### src/sv/vt4_pkg.sv
package vt4_pkg;

    localparam int FRAC_BITS = 16;
    localparam int LANES     = 4;
    localparam int WORD_W    = 32;
    localparam int PROD_W    = 2 * WORD_W;
    localparam int PAIR_W    = PROD_W + 1;
    localparam int SUM_W     = PROD_W + 2;
    localparam int SHIFT_W   = SUM_W - FRAC_BITS;

    localparam int NUM_REGS  = 8;
    localparam int REG_W     = 64;
    localparam int IDX_W     = $clog2(NUM_REGS);
    localparam int ADDR_LSB  = $clog2(REG_W / 8);
    localparam int ADDR_W    = IDX_W + ADDR_LSB;

    localparam logic signed [SUM_W-1:0] ROUND_HALF = SUM_W'(1) <<< (FRAC_BITS - 1);

    localparam logic signed [WORD_W-1:0] WORD_MAX = {1'b0, {(WORD_W-1){1'b1}}};
    localparam logic signed [WORD_W-1:0] WORD_MIN = {1'b1, {(WORD_W-1){1'b0}}};

    typedef logic signed [WORD_W-1:0] word_t;
    typedef logic [LANES-1:0][WORD_W-1:0] quad_t;
    typedef logic [NUM_REGS-1:0][REG_W-1:0] mat_t;
    typedef logic [LANES-1:0][SHIFT_W-1:0] lane_sum_t;

    localparam logic [REG_W-1:0] ONE_LOW  = REG_W'(1) << FRAC_BITS;
    localparam logic [REG_W-1:0] ONE_HIGH = REG_W'(1) << (FRAC_BITS + WORD_W);

    localparam mat_t MAT_RESET = {ONE_HIGH, {REG_W{1'b0}}, ONE_LOW, {REG_W{1'b0}},
                                  {REG_W{1'b0}}, ONE_HIGH, {REG_W{1'b0}}, ONE_LOW};

    typedef struct packed {
        logic en1;
        logic en2;
        logic en3;
    } pipe_ctrl_t;

endpackage

### src/sv/vt4_res_if.sv
interface vt4_res_if;
    import vt4_pkg::*;

    logic  valid;
    logic  ready;
    word_t out_x;
    word_t out_y;
    word_t out_z;
    word_t out_w;
    logic  saturated;

    modport source (output valid, output out_x, output out_y, output out_z, output out_w,
                    output saturated, input ready);
    modport sink (input valid, input out_x, input out_y, input out_z, input out_w,
                  input saturated, output ready);
endinterface

### src/sv/vt4_merge.sv
module vt4_merge
    import vt4_pkg::*;
(
    input  logic      clk,
    input  logic      rst_n,
    input  logic      in_valid,
    output logic      in_ready,
    input  lane_sum_t sums,
    vt4_res_if.source res
);

    word_t             comp_next [LANES];
    word_t             comp_reg  [LANES];
    logic [LANES-1:0]  clip;
    logic              valid_reg;
    logic              valid_next;
    logic              sat_reg;
    logic              load;
    logic [SHIFT_W-WORD_W:0] upper;

    always_comb
    begin
        upper = '0;
        for (int r = 0; r < LANES; r++)
        begin
            upper   = sums[r][SHIFT_W-1:WORD_W-1];
            clip[r] = !((&upper) || !(|upper));
            if (!clip[r])
            begin
                comp_next[r] = sums[r][WORD_W-1:0];
            end
            else if (sums[r][SHIFT_W-1])
            begin
                comp_next[r] = WORD_MIN;
            end
            else
            begin
                comp_next[r] = WORD_MAX;
            end
        end
    end

    assign in_ready   = !valid_reg || res.ready;
    assign load       = in_valid && in_ready;
    assign valid_next = load || (valid_reg && !res.ready);

    always_ff @(posedge clk or negedge rst_n)
    begin
        if (!rst_n)
        begin
            valid_reg <= 1'b0;
        end
        else
        begin
            valid_reg <= valid_next;
        end
    end

    always_ff @(posedge clk)
    begin
        if (load)
        begin
            comp_reg <= comp_next;
            sat_reg  <= |clip;
        end
    end

    assign res.valid     = valid_reg;
    assign res.out_x     = comp_reg[0];
    assign res.out_y     = comp_reg[1];
    assign res.out_z     = comp_reg[2];
    assign res.out_w     = comp_reg[3];
    assign res.saturated = sat_reg;

endmodule

### src/flat_wrapper.sv
// flat-port wrapper written by rule: the top's interface ports become plain ports
module vt4_merge_flat import vt4_pkg::*;
  (clk, rst_n, in_valid, in_ready, sums, res_valid, res_out_x, res_out_y, res_out_z, res_out_w, res_saturated, res_ready);
  vt4_res_if res_i ();
  input  logic clk;
  input  logic rst_n;
  input  logic in_valid;
  output logic in_ready;
  input  lane_sum_t sums;
  output wire logic [$bits(res_i.valid)-1:0] res_valid;
  output wire logic [$bits(res_i.out_x)-1:0] res_out_x;
  output wire logic [$bits(res_i.out_y)-1:0] res_out_y;
  output wire logic [$bits(res_i.out_z)-1:0] res_out_z;
  output wire logic [$bits(res_i.out_w)-1:0] res_out_w;
  output wire logic [$bits(res_i.saturated)-1:0] res_saturated;
  input wire logic [$bits(res_i.ready)-1:0] res_ready;
  assign res_valid = res_i.valid;
  assign res_out_x = res_i.out_x;
  assign res_out_y = res_i.out_y;
  assign res_out_z = res_i.out_z;
  assign res_out_w = res_i.out_w;
  assign res_saturated = res_i.saturated;
  assign res_i.ready = res_ready;
  vt4_merge u_core (.clk(clk), .rst_n(rst_n), .in_valid(in_valid), .in_ready(in_ready), .sums(sums), .res(res_i));
endmodule
### config.mk
export PLATFORM = sky130hd
export DESIGN_NAME = vt4_merge_flat
export DESIGN_NICKNAME = d
export VERILOG_FILES = /design/src/sv/vt4_pkg.sv /design/src/sv/vt4_res_if.sv /design/src/sv/vt4_merge.sv /design/src/flat_wrapper.sv
export SDC_FILE = /design/constraint.sdc
export NUM_CORES = 1
export LEC_CHECK = 0
export ABC_AREA = 1
export BUFFER_PORTS_ARGS = -buffer_cell sky130_fd_sc_hd__buf_2
export CORE_UTILIZATION = 30
export DETAILED_ROUTE_END_ITERATION = 6
export GPL_TIMING_DRIVEN = 0
export PLACE_DENSITY = 0.7
export SLEW_MARGIN = 40
export SYNTH_ARGS = -nofsm -noshare
export SYNTH_HDL_FRONTEND = slang
export SYNTH_SLANG_ARGS = --single-unit
### constraint.sdc
create_clock -name clk -period 17.94 [get_ports clk]
set_input_delay 3.588 -clock clk [delete_from_list [all_inputs] [get_ports clk]]
set_output_delay 3.588 -clock clk [all_outputs]
set_load 0.02 [all_outputs]
# Yosys cells after proc, flatten, opt, wreduce, memory -nomap -nowiden
# Index checks and enable logic that the tools add are counted.
[totals]
ff_bits = 130
input_bits = 204
output_inout_bits = 131
wordCells = 41
[classes]
n_mux = 8
n_reduce_logical = 27
[ops]
columns = ["operator", "n"]
rows = [
  ["$mux 32", 8],
  ["$reduce_and 19->1", 4],
  ["$reduce_or 19->1", 4],
  ["$logic_not 1->1", 10],
  ["$logic_or 1x1->1", 6],
  ["$reduce_or 4->1", 1],
  ["$logic_and 1x1->1", 2],
]

# Longest topological paths before layout
# Gate-level depths: netlist of the first run.
[logic_depth]
ltp_word = 5
depth_mapped = 9
mapped_depth_nobuf = 9

# Least setup slack after synthesis of the first run
# OpenSTA, ideal clock, no wires.
[synth_timing]
path_kind = "input to register"
start = "input in_valid"
end = "register u_core.comp_reg (netlist bit u_core.res.out_w[0]), enable pin"
setup_time_ns = 0.660
arrival_time_ns = 9.841
required_ns = 17.280
path_slack_ns = 7.439
path_stages = 2
n_path_buf = 0
cell_sequence = "inv_1 > a21oi_1"
[synth_between]
elab_chain_cells = 1
[synth_lines]
columns = ["element", "line_no", "source"]
rows = [
  ["from (decl)", "flat_wrapper.sv:7", "input logic in_valid;"],
  ["$logic_and 1x1->1", "vt4_merge.sv:44", "assign load = in_valid && in_ready;"],
  ["named net u_core.load", "vt4_merge.sv:18", "logic load;"],
  ["to (signal assigned)", "vt4_merge.sv:63", "comp_reg <= comp_next;"],
  ["to (decl)", "vt4_merge.sv:13", "word_t comp_reg [LANES];"],
]
# The timed path passes the listed nets, and every way through them passes these cells.
# A chain may end at the register's enable or synchronous reset.

# Final worst setup path of the first run
[layout_timing]
start = "input res_ready"
end = "output in_ready"
[layout_between]
elab_chain_cells = 1
[layout_lines]
columns = ["element", "line_no", "source"]
rows = [
  ["from (decl)", "flat_wrapper.sv:16", "input wire logic [$bits(res_i.ready)-1:0] res_ready;"],
  ["$logic_or 1x1->1", "vt4_merge.sv:43", "assign in_ready = !valid_reg || res.ready;"],
  ["to (decl)", "flat_wrapper.sv:8", "output logic in_ready;"],
]
# Every way passes these cells.

==> out/qor.yml, run 1 <==
grt_max_degree: 20
die_h_um: 139.2
met1Wirelength_um: 6240
finalHoldViolations: 0
nets: 1109
drive_gt1_share_pct: 43.90
syn-num-nets: 748
netlist_instances: 544
via_count: 5026
fmax_mhz: 131.3
clockBufferDepth: 2
synth.avg_cell_area_sq_um: 10.38
status: "finished with violations"
grt_overflow: 0
io_pins: 335
setup_violations: 0
crit_path_end_kind: "output port"
cts_hold_buffers: 0
yosysWarnings: 0
rows: 49
vias_per_cell: 4.382
yosysUniqueCellTypes: 20
cap_violations: 0
grt_use_total_pct: 16.15
wl_met2_um: 7870
cp_data_arrival_time_ps: 4030
hpwlAfterDp_um: 12130
grt_pass1_wl_um: 24410
setup_tns_ps: 0
worstMarginPinSlew_ps: 309.2
grt_pass1_vias: 4956
setup_ws_ps: 10330
finalClockSkew_ps: 10.34
dr_wl_met3_um: 1146
layout_min_cycle_time_ps: 7614
maxSlewViolCount: 0
wire_per_inst_um: 13.59
core_area_sq_um: 18210
critical_path_class: "in2out"
htree_levels: 4
drt_pass1_iterations: 7
initial_core_util_pct: 31.02
fp.dieArea_sq_um: 19380
p_leak_nw: 3.818
port_buffers: 334
antenna_found_initial: 0
violations: "DRC"
cts_setup_buffers: 0
syn2layout_area_growth_pct: 47.94
gp_congestion: 0.7735
cts_buffers: 17
topRoutingLayerUsed: "met4"
reg2reg_depth: 5
hold_path_depth: 2
required_ps: 14350
clock_sinks: 130
dp_slack_ps: 10330
drc: 24
cts-root-buf: "clkbuf_16"
ys_seq_area_share_pct: 69.03
stdcell_area_sq_um: 8356
dieWidth_um: 139.2
slew_headroom_pct: 79.34
antenna_cells: 0
worstPathMaxFanout: 2
fin_crit_sh_pct: 42.44
place_area_sq_um: 7750
crit_path_start_kind: "input port"
wirelength_um: 15590
p_per_area_nw_per_um2: 96.43
syn_area_sq_um: 5648
clk_latency_ps: 400
rsz0062_at_grt: "no"
postRouteAntennaNets: 0
hold_class: "reg2reg"
ir_drop_mv: 0.05792
cts_tree: "done"
clkTransAtPathRegs_ps: 60
ys_ff_latch: 130
drt_iter0_markers: 234
cts_resized: 0
==> power breakdown <==
part,internal [mW],switching (mW),total (mW)
Clock,0.220,0.136,0.357
Sequential,0.354,0.00353,0.357
Combinational,0.0367,0.0548,0.0915
Total,0.611,0.195,0.806
==> cells by family (layout without fill, tap and decap cells) <==
kind of cell	Yosys count	in the layout	synth area share, %
and+or+nand+nor	379	379	26.58
DFF	130	130	69.03
buffers and inverters	34	408	4.298
AOI/OAI and AO/OA	1	1	0.08853
==> Yosys cell counts (all sizes together) <==
library cell	instances	share of area, %
buf	24	3.5
nand2	297	20
a21oi	1	0.089
inv	6	0.40
edfxtp	129	69
clkbuf	3	0.20
nand3	9	0.97
nand4	8	0.89
dlygate4sd3	1	0.18
nand3b	3	0.47
dfrtp	1	0.44
nor2	56	3.7
or2	4	0.44
nor3	2	0.18
==> metal layers <==
layer	GRT usage, %	vias up
li1	-	2503
met2	28.95	219
met3	4.714	27
met1	18.05	2277
met5	0	-
met4	6.199	0
==> worst max-delay path: stages <==
cell	delay, ps
buf_2	90
inv_1	100
nand2_1	80
buf_2	160
==> worst paths after layout <==
check	from	endpoint	slack [ps]
min	u_core.res.valid	u_core.res.valid	590
max in group asynchronous	rst_n	u_core.res.valid	14910
min in group asynchronous	rst_n	u_core.res.valid	2950
max reg2reg	u_core.res.valid	u_core.res.out_w[17]	16090
max	res_ready	in_ready	10330
min reg2reg	u_core.res.valid	u_core.res.valid	590
==> cell type report <==
cell class,count,area [sq um]
fillers,1762,9853
flip-flops and latches,130,3899
repair buffers,342,1804
multi-input cells,380,1518
clock buffers,17,425.4
well taps,229,286.5
plain buffers,28,220.2
clock inverters,15,180.2
inverters,6,22.52
==> layout by cell type (no fill, tap or decap), drive strengths merged <==
cell type,netlist,layout
dlygate4sd3,1,1
inv,6,11
or2,4,4
nand3,9,9
clkinv,0,5
nand3b,3,3
dfrtp,1,1
nor2,56,56
edfxtp,129,129
clkbuf,3,20
clkinvlp,0,2
nand2,297,297
buf,24,366
a21oi,1,1
nand4,8,8
nor3,2,2
bufinv,0,3
==> per-stage QoR <==
stage	power, mW	cells	hold slack, ps	util [%]
after floorplan	0.4100	544	768.2	-
after global placement	0.4559	1107	504.3	41.77
after detailed placement	0.4564	1115	578.2	42.56
after CTS	0.8165	1147	594.5	45.89
after global routing	0.8362	1147	611.3	45.89
final	0.8058	1147	594.9	45.89
No activity file was read; power rests on OpenSTA's default activity.
==> inputs of run 2 (changes only) <==
==> constraint.sdc (replaced) <==
create_clock -name clk -period 7.5 [get_ports clk]
set_input_delay 1.5 -clock clk [delete_from_list [all_inputs] [get_ports clk]]
set_output_delay 1.5 -clock clk [all_outputs]
set_load 0.02 [all_outputs]
==> out/qor.yml, run 2 (synthesized netlist as in run 1, its figures left out) <==
wirelength_um: 16120
postRouteAntennaNets: 0
rsz0062_at_grt: "no"
hpwlAfterDp_um: 12650
path_buf_inv: 3
p_comb_share_pct: 11.6
worstPathMaxFanout: 2
syn2layout_area_growth_pct: 47.54
clkTransAtPathRegs_ps: 70
required_ps: 6000
drc: 21
crit_path_start_kind: "input port"
hold_class: "reg2reg"
clk_latency_ps: 400
status: "finished with violations"
drt_pass1_iterations: 7
cp-endpoint: "in_ready"
clock_sinks: 130
p_sw_mw: 0.4656
core_area_sq_um: 18210
path_cells: "buf_2, inv_1, nand2_1, buf_2"
cap_violations: 0
grt_pass1_wl_um: 24300
max_stage_delay_ps: 170
antenna_found_initial: 1
p_leak_nw: 3.815
cts_resized: 0
nets: 1109
grt_use_total_pct: 16.36
slowest_stage: "buf_2"
p_sw_share_pct: 24.57
critical_path_class: "in2out"
finalClockSkew_ps: 9.976
cts_hold_buffers: 0
cts_buffers: 17
fmax_mhz: 289.0
nFillCells: 1752
seqPwrFrac_pct: 45.2
utilization_pct: 45.76
r2r_end: "u_core.res.out_y[22]"
antenna_cells: 0
violations: "DRC"
gp_congestion: 0.7963
drive_gt1_share_pct: 43.90
finalHoldViolations: 0
p_per_area_nw_per_um2: 227.4
rrSetupSlack_ps: 5720
cts_tree: "done"
vias_per_cell: 4.349
ir_drop_mv: 0.1358
maxSlewViolCount: 0
port_buffers: 334
via_count: 4988
clockBufferDepth: 2
cp_data_arrival_time_ps: 1960
rows: 49
grt_overflow: 0
crit_path_end_kind: "output port"
holdWs_ps: 612.6
cp-startpoint: "res_ready"
htree_levels: 4
die_h_um: 139.2
internal-power_mw: 1.429
io_pins: 335
fin_crit_sh_pct: 46.14
setup_violations: 0
crit_cells: 4
grt_pass1_vias: 4881
fp.dieArea_sq_um: 19380
drt_iter0_markers: 232
crit_family: "buffers and inverters"
cts-root-buf: "clkbuf_16"
initial_core_util_pct: 31.02
r2r_start: "u_core.res.valid"
slew_headroom_pct: 68.19
layout_min_cycle_time_ps: 3461
grt_max_degree: 19
most-common-layout-cells: "340 x buf_2, 295 x nand2_1, 129 x edfxtp_1, 56 x nor2_1, 17 x clkbuf_16"
worstMarginPinSlew_ps: 476.1
dieWidth_um: 139.2
clockPowerShare_pct: 43.2
final_common_cell: "buf_2"
wire_per_inst_um: 14.05
reg2reg_depth: 4
cts_setup_buffers: 0
cp_common_cell: "buf_2"
==> run 2: cell count changes in the layout (fill, tap and decap cells not counted) <==
| cell | previous run | this run |
|---|---|---|
| clkinv_1 | 1 | 0 |
| clkinv_4 | 2 | 5 |
| clkbuf_1 | 3 | 4 |
| inv_6 | 5 | 4 |
| clkinv_2 | 2 | 3 |
| bufinv_16 | 3 | 2 |
| clkinvlp_4 | 2 | 0 |
==> run 2: power groups by stage <==
stage               logic [mW]  registers [mW]  clock network [mW]
floorplan               0.0483           0.928                   0
global placement         0.208           0.878                   0
detailed placement       0.223           0.871                   0
CTS                      0.223           0.856               0.842
global route             0.239           0.859               0.870
finish                   0.221           0.856               0.818
==> run 2: layer usage <==
metal | up-vias | wire [um] | global-route usage, %
li1 | 2502 | - | -
met1 | 2234 | 6296 | 18.06
met2 | 214 | 8127 | 28.60
met3 | 38 | 1137 | 4.921
met4 | 0 | 560 | 8.187
met5 | - | 0 | 0
==> run 2: worst min path at each step <==
stage	from	to	slack, ps	cells past startpoint
CTS	u_core.res.valid	u_core.res.valid	610	2
global route	u_core.res.valid	u_core.res.valid	650	2
floorplan	u_core.res.valid	u_core.res.valid	780	2
finish	u_core.res.valid	u_core.res.valid	610	2
detailed placement	u_core.res.valid	u_core.res.valid	590	2
global placement	u_core.res.valid	u_core.res.valid	540	2
==> run 2: worst register-to-register path, cell delays in order (launching register included) <==
cell and delay (ps):
dfrtp_1 420, a21oi_4 440, buf_16 220, buf_8 190, buf_8 200
==> run 2: cell type report <==
cell class              instances  area, sq um  area share [%]
flip-flops and latches        130         3899           46.79
repair buffers                342         1804           21.65
multi-input cells             380         1518           18.21
clock buffers                  18        429.2           5.150
well taps                     229        286.5           3.438
plain buffers                  28        220.2           2.643
clock inverters                14        153.9           1.847
inverters                       6        22.52          0.2703
==> run 2: through the flow <==
stage / setup slack (ps) / instances / TNS [ps] / power [mW] / area [sq um]
after floorplan: 1744 / 544 / 0 / 0.9762 / 5652
after global placement: -42.03 / 1107 / -4005 / 1.086 / 7610
after detailed placement: 4043 / 1115 / 0 / 1.094 / 7750
after CTS: 4041 / 1147 / 0 / 1.921 / 8333
after global routing: 4009 / 1147 / 0 / 1.968 / 8333
final: 4039 / 1147 / 0 / 1.895 / 8333
==> inputs of run 3 (changes only) <==
--- a/config.mk
+++ b/config.mk
@@ -10,7 +10,7 @@
 export CORE_UTILIZATION = 30
 export DETAILED_ROUTE_END_ITERATION = 6
 export GPL_TIMING_DRIVEN = 0
-export PLACE_DENSITY = 0.7
+export PLACE_DENSITY = 0.72
 export SLEW_MARGIN = 40
 export SYNTH_ARGS = -nofsm -noshare
 export SYNTH_HDL_FRONTEND = slang
==> constraint.sdc (replaced) <==
create_clock -name clk -period 3.1 [get_ports clk]
set_input_delay 0.62 -clock clk [delete_from_list [all_inputs] [get_ports clk]]
set_output_delay 0.62 -clock clk [all_outputs]
set_load 0.02 [all_outputs]
==> out/qor.yml, run 3 (synthesized netlist as in run 1, its figures left out) <==
status: "finished with violations"
violations: "DRC"
grt_use_total_pct: 16.33
clkTransAtPathRegs_ps: 60
finalPower_mw: 4.694
die_h_um: 139.2
finalClockSkew_ps: 6.335
core_area_sq_um: 18210
cts-root-buf: "clkbuf_16"
crit_path_start_kind: "flip-flop"
drc: 20
holdWs_ps: 421.4
dp_slack_ps: 842.3
postRouteAntennaNets: 0
clockBufferDepth: 2
fmax_mhz: 544.2
path_buf_inv: 5
antenna_found_initial: 1
ir_drop_mv: 0.3487
critical_path_class: "reg2reg"
worstHoldStart: "in_valid"
nets: 1110
initial_core_util_pct: 31.02
grt_pass1_wl_um: 24290
slowest_stage: "dfrtp_1"
reg2reg_depth: 6
path_cells: "a21oi_4, buf_8, buf_8, buf_8, buf_16, buf_8"
clk_latency_ps: 410
most-common-layout-cells: "340 x buf_2, 295 x nand2_1, 129 x edfxtp_1, 56 x nor2_1, 17 x clkbuf_16"
drt_pass1_iterations: 7
gp_congestion: 0.8344
dp.cells: 1115
fin_crit_sh_pct: 59.28
htree_levels: 4
utilization_pct: 46.08
worstMarginPinSlew_ps: 246.7
cts_tree: "done"
port_buffers: 334
grt_pass1_vias: 4976
io_pins: 335
max_stage_delay_ps: 420
grt_max_degree: 19
drt_iter0_markers: 249
finalHoldViolations: 0
p_per_area_nw_per_um2: 559.4
setup_violations: 0
cts_hold_buffers: 1
r2r_start: "u_core.res.valid"
fp.dieArea_sq_um: 19380
wirelength_um: 15630
crit_path_end_kind: "flip-flop"
hold_class: "in2reg"
clock_sinks: 130
syn2layout_area_growth_pct: 48.56
via_count: 4975
rrSetupSlack_ps: 1260
hpwlAfterDp_um: 12190
cap_violations: 0
wire_per_inst_um: 13.61
hold_path_depth: 3
final_common_cell: "buf_2"
rsz0062_at_grt: "no"
fin_cells: 1149
crit_family: "buffers and inverters"
cts_resized: 0
setup_ws_ps: 1262
rows: 49
layout_min_cycle_time_ps: 1838
hold_end: "u_core.res.valid"
cts_setup_buffers: 0
drive_gt1_share_pct: 43.74
cp_data_arrival_time_ps: 1940
worstPathMaxFanout: 18
vias_per_cell: 4.330
slew_headroom_pct: 83.43
r2r_end: "u_core.res.out_x[14]"
grt_overflow: 0
cp_common_cell: "buf_8"
cts_buffers: 17
required_ps: 3210
maxSlewViolCount: 0
dieWidth_um: 139.2
p_leak_nw: 3.824
run 3: cell types whose count changed in the layout (fill, tap and decap cells not counted):
cell,change
inv_12,+1
diode_2,+1
clkinvlp_4,+2
inv_1,-2
inv_6,-2
clkinv_4,-3
clkinv_1,+3
inv_2,+1
clkinv_2,-2
dlygate4sd3_1,+1
bufinv_16,+2
run 3: metal layers:
metal / global-route usage [%] / routed length (um) / up-vias
li1: - / - / 2504
met1: 17.85 / 6139 / 2240
met2: 28.84 / 8081 / 209
met3: 5.231 / 1039 / 22
met4: 7.485 / 374 / 0
met5: 0 / 0 / -
run 3: layout make-up:
| cell class | count | area (sq um) |
|---|---|---|
| Antenna cell | 1 | 2.502 |
| Buffer | 28 | 220.2 |
| Clock buffer | 18 | 429.2 |
| Clock inverter | 14 | 186.4 |
| Fill cell | 1774 | 9818 |
| Inverter | 6 | 35.03 |
| Multi-Input combinational cell | 380 | 1518 |
| Sequential cell | 130 | 3899 |
| Tap cell | 229 | 286.5 |
| Timing Repair Buffer | 343 | 1814 |
run 3: through the flow:
| step | cell area [sq um] | TNS (ps) |
|---|---|---|
| 3_3_place_gp | 7630 | -146820 |
| 4_1_cts | 8388 | 0 |
| 3_5_place_dp | 7762 | 0 |
| 2_1_floorplan | 5672 | -12460 |
| 6_report | 8391 | 0 |
| 5_1_grt | 8391 | 0 |
run 3: worst register-to-register path: cells and delay by family (launching register included):
kind,cells,cell delay [ps]
buffers and inverters,5,990
AO/OA/AOI/OAI,1,140
flip-flops,1,420
run 3: worst max-delay path by stage:
stage                           startpoint                    to  cells after the start
after detailed placement         res_ready  u_core.res.out_x[12]                      8
after floorplan                  res_ready   u_core.res.out_w[0]                      2
final                     u_core.res.valid  u_core.res.out_x[14]                      6
after global placement           res_ready   u_core.res.out_x[3]                      3
after global routing      u_core.res.valid   u_core.res.out_x[8]                      6
after CTS                 u_core.res.valid   u_core.res.out_x[8]                      6
run 3: power breakdown:
| group | switching (mW) | internal (mW) | total, mW |
|---|---|---|---|
| registers | 0.0212 | 2.05 | 2.07 |
| clock network | 0.748 | 1.34 | 2.09 |
| logic | 0.318 | 0.214 | 0.532 |
| total | 1.09 | 3.61 | 4.69 |
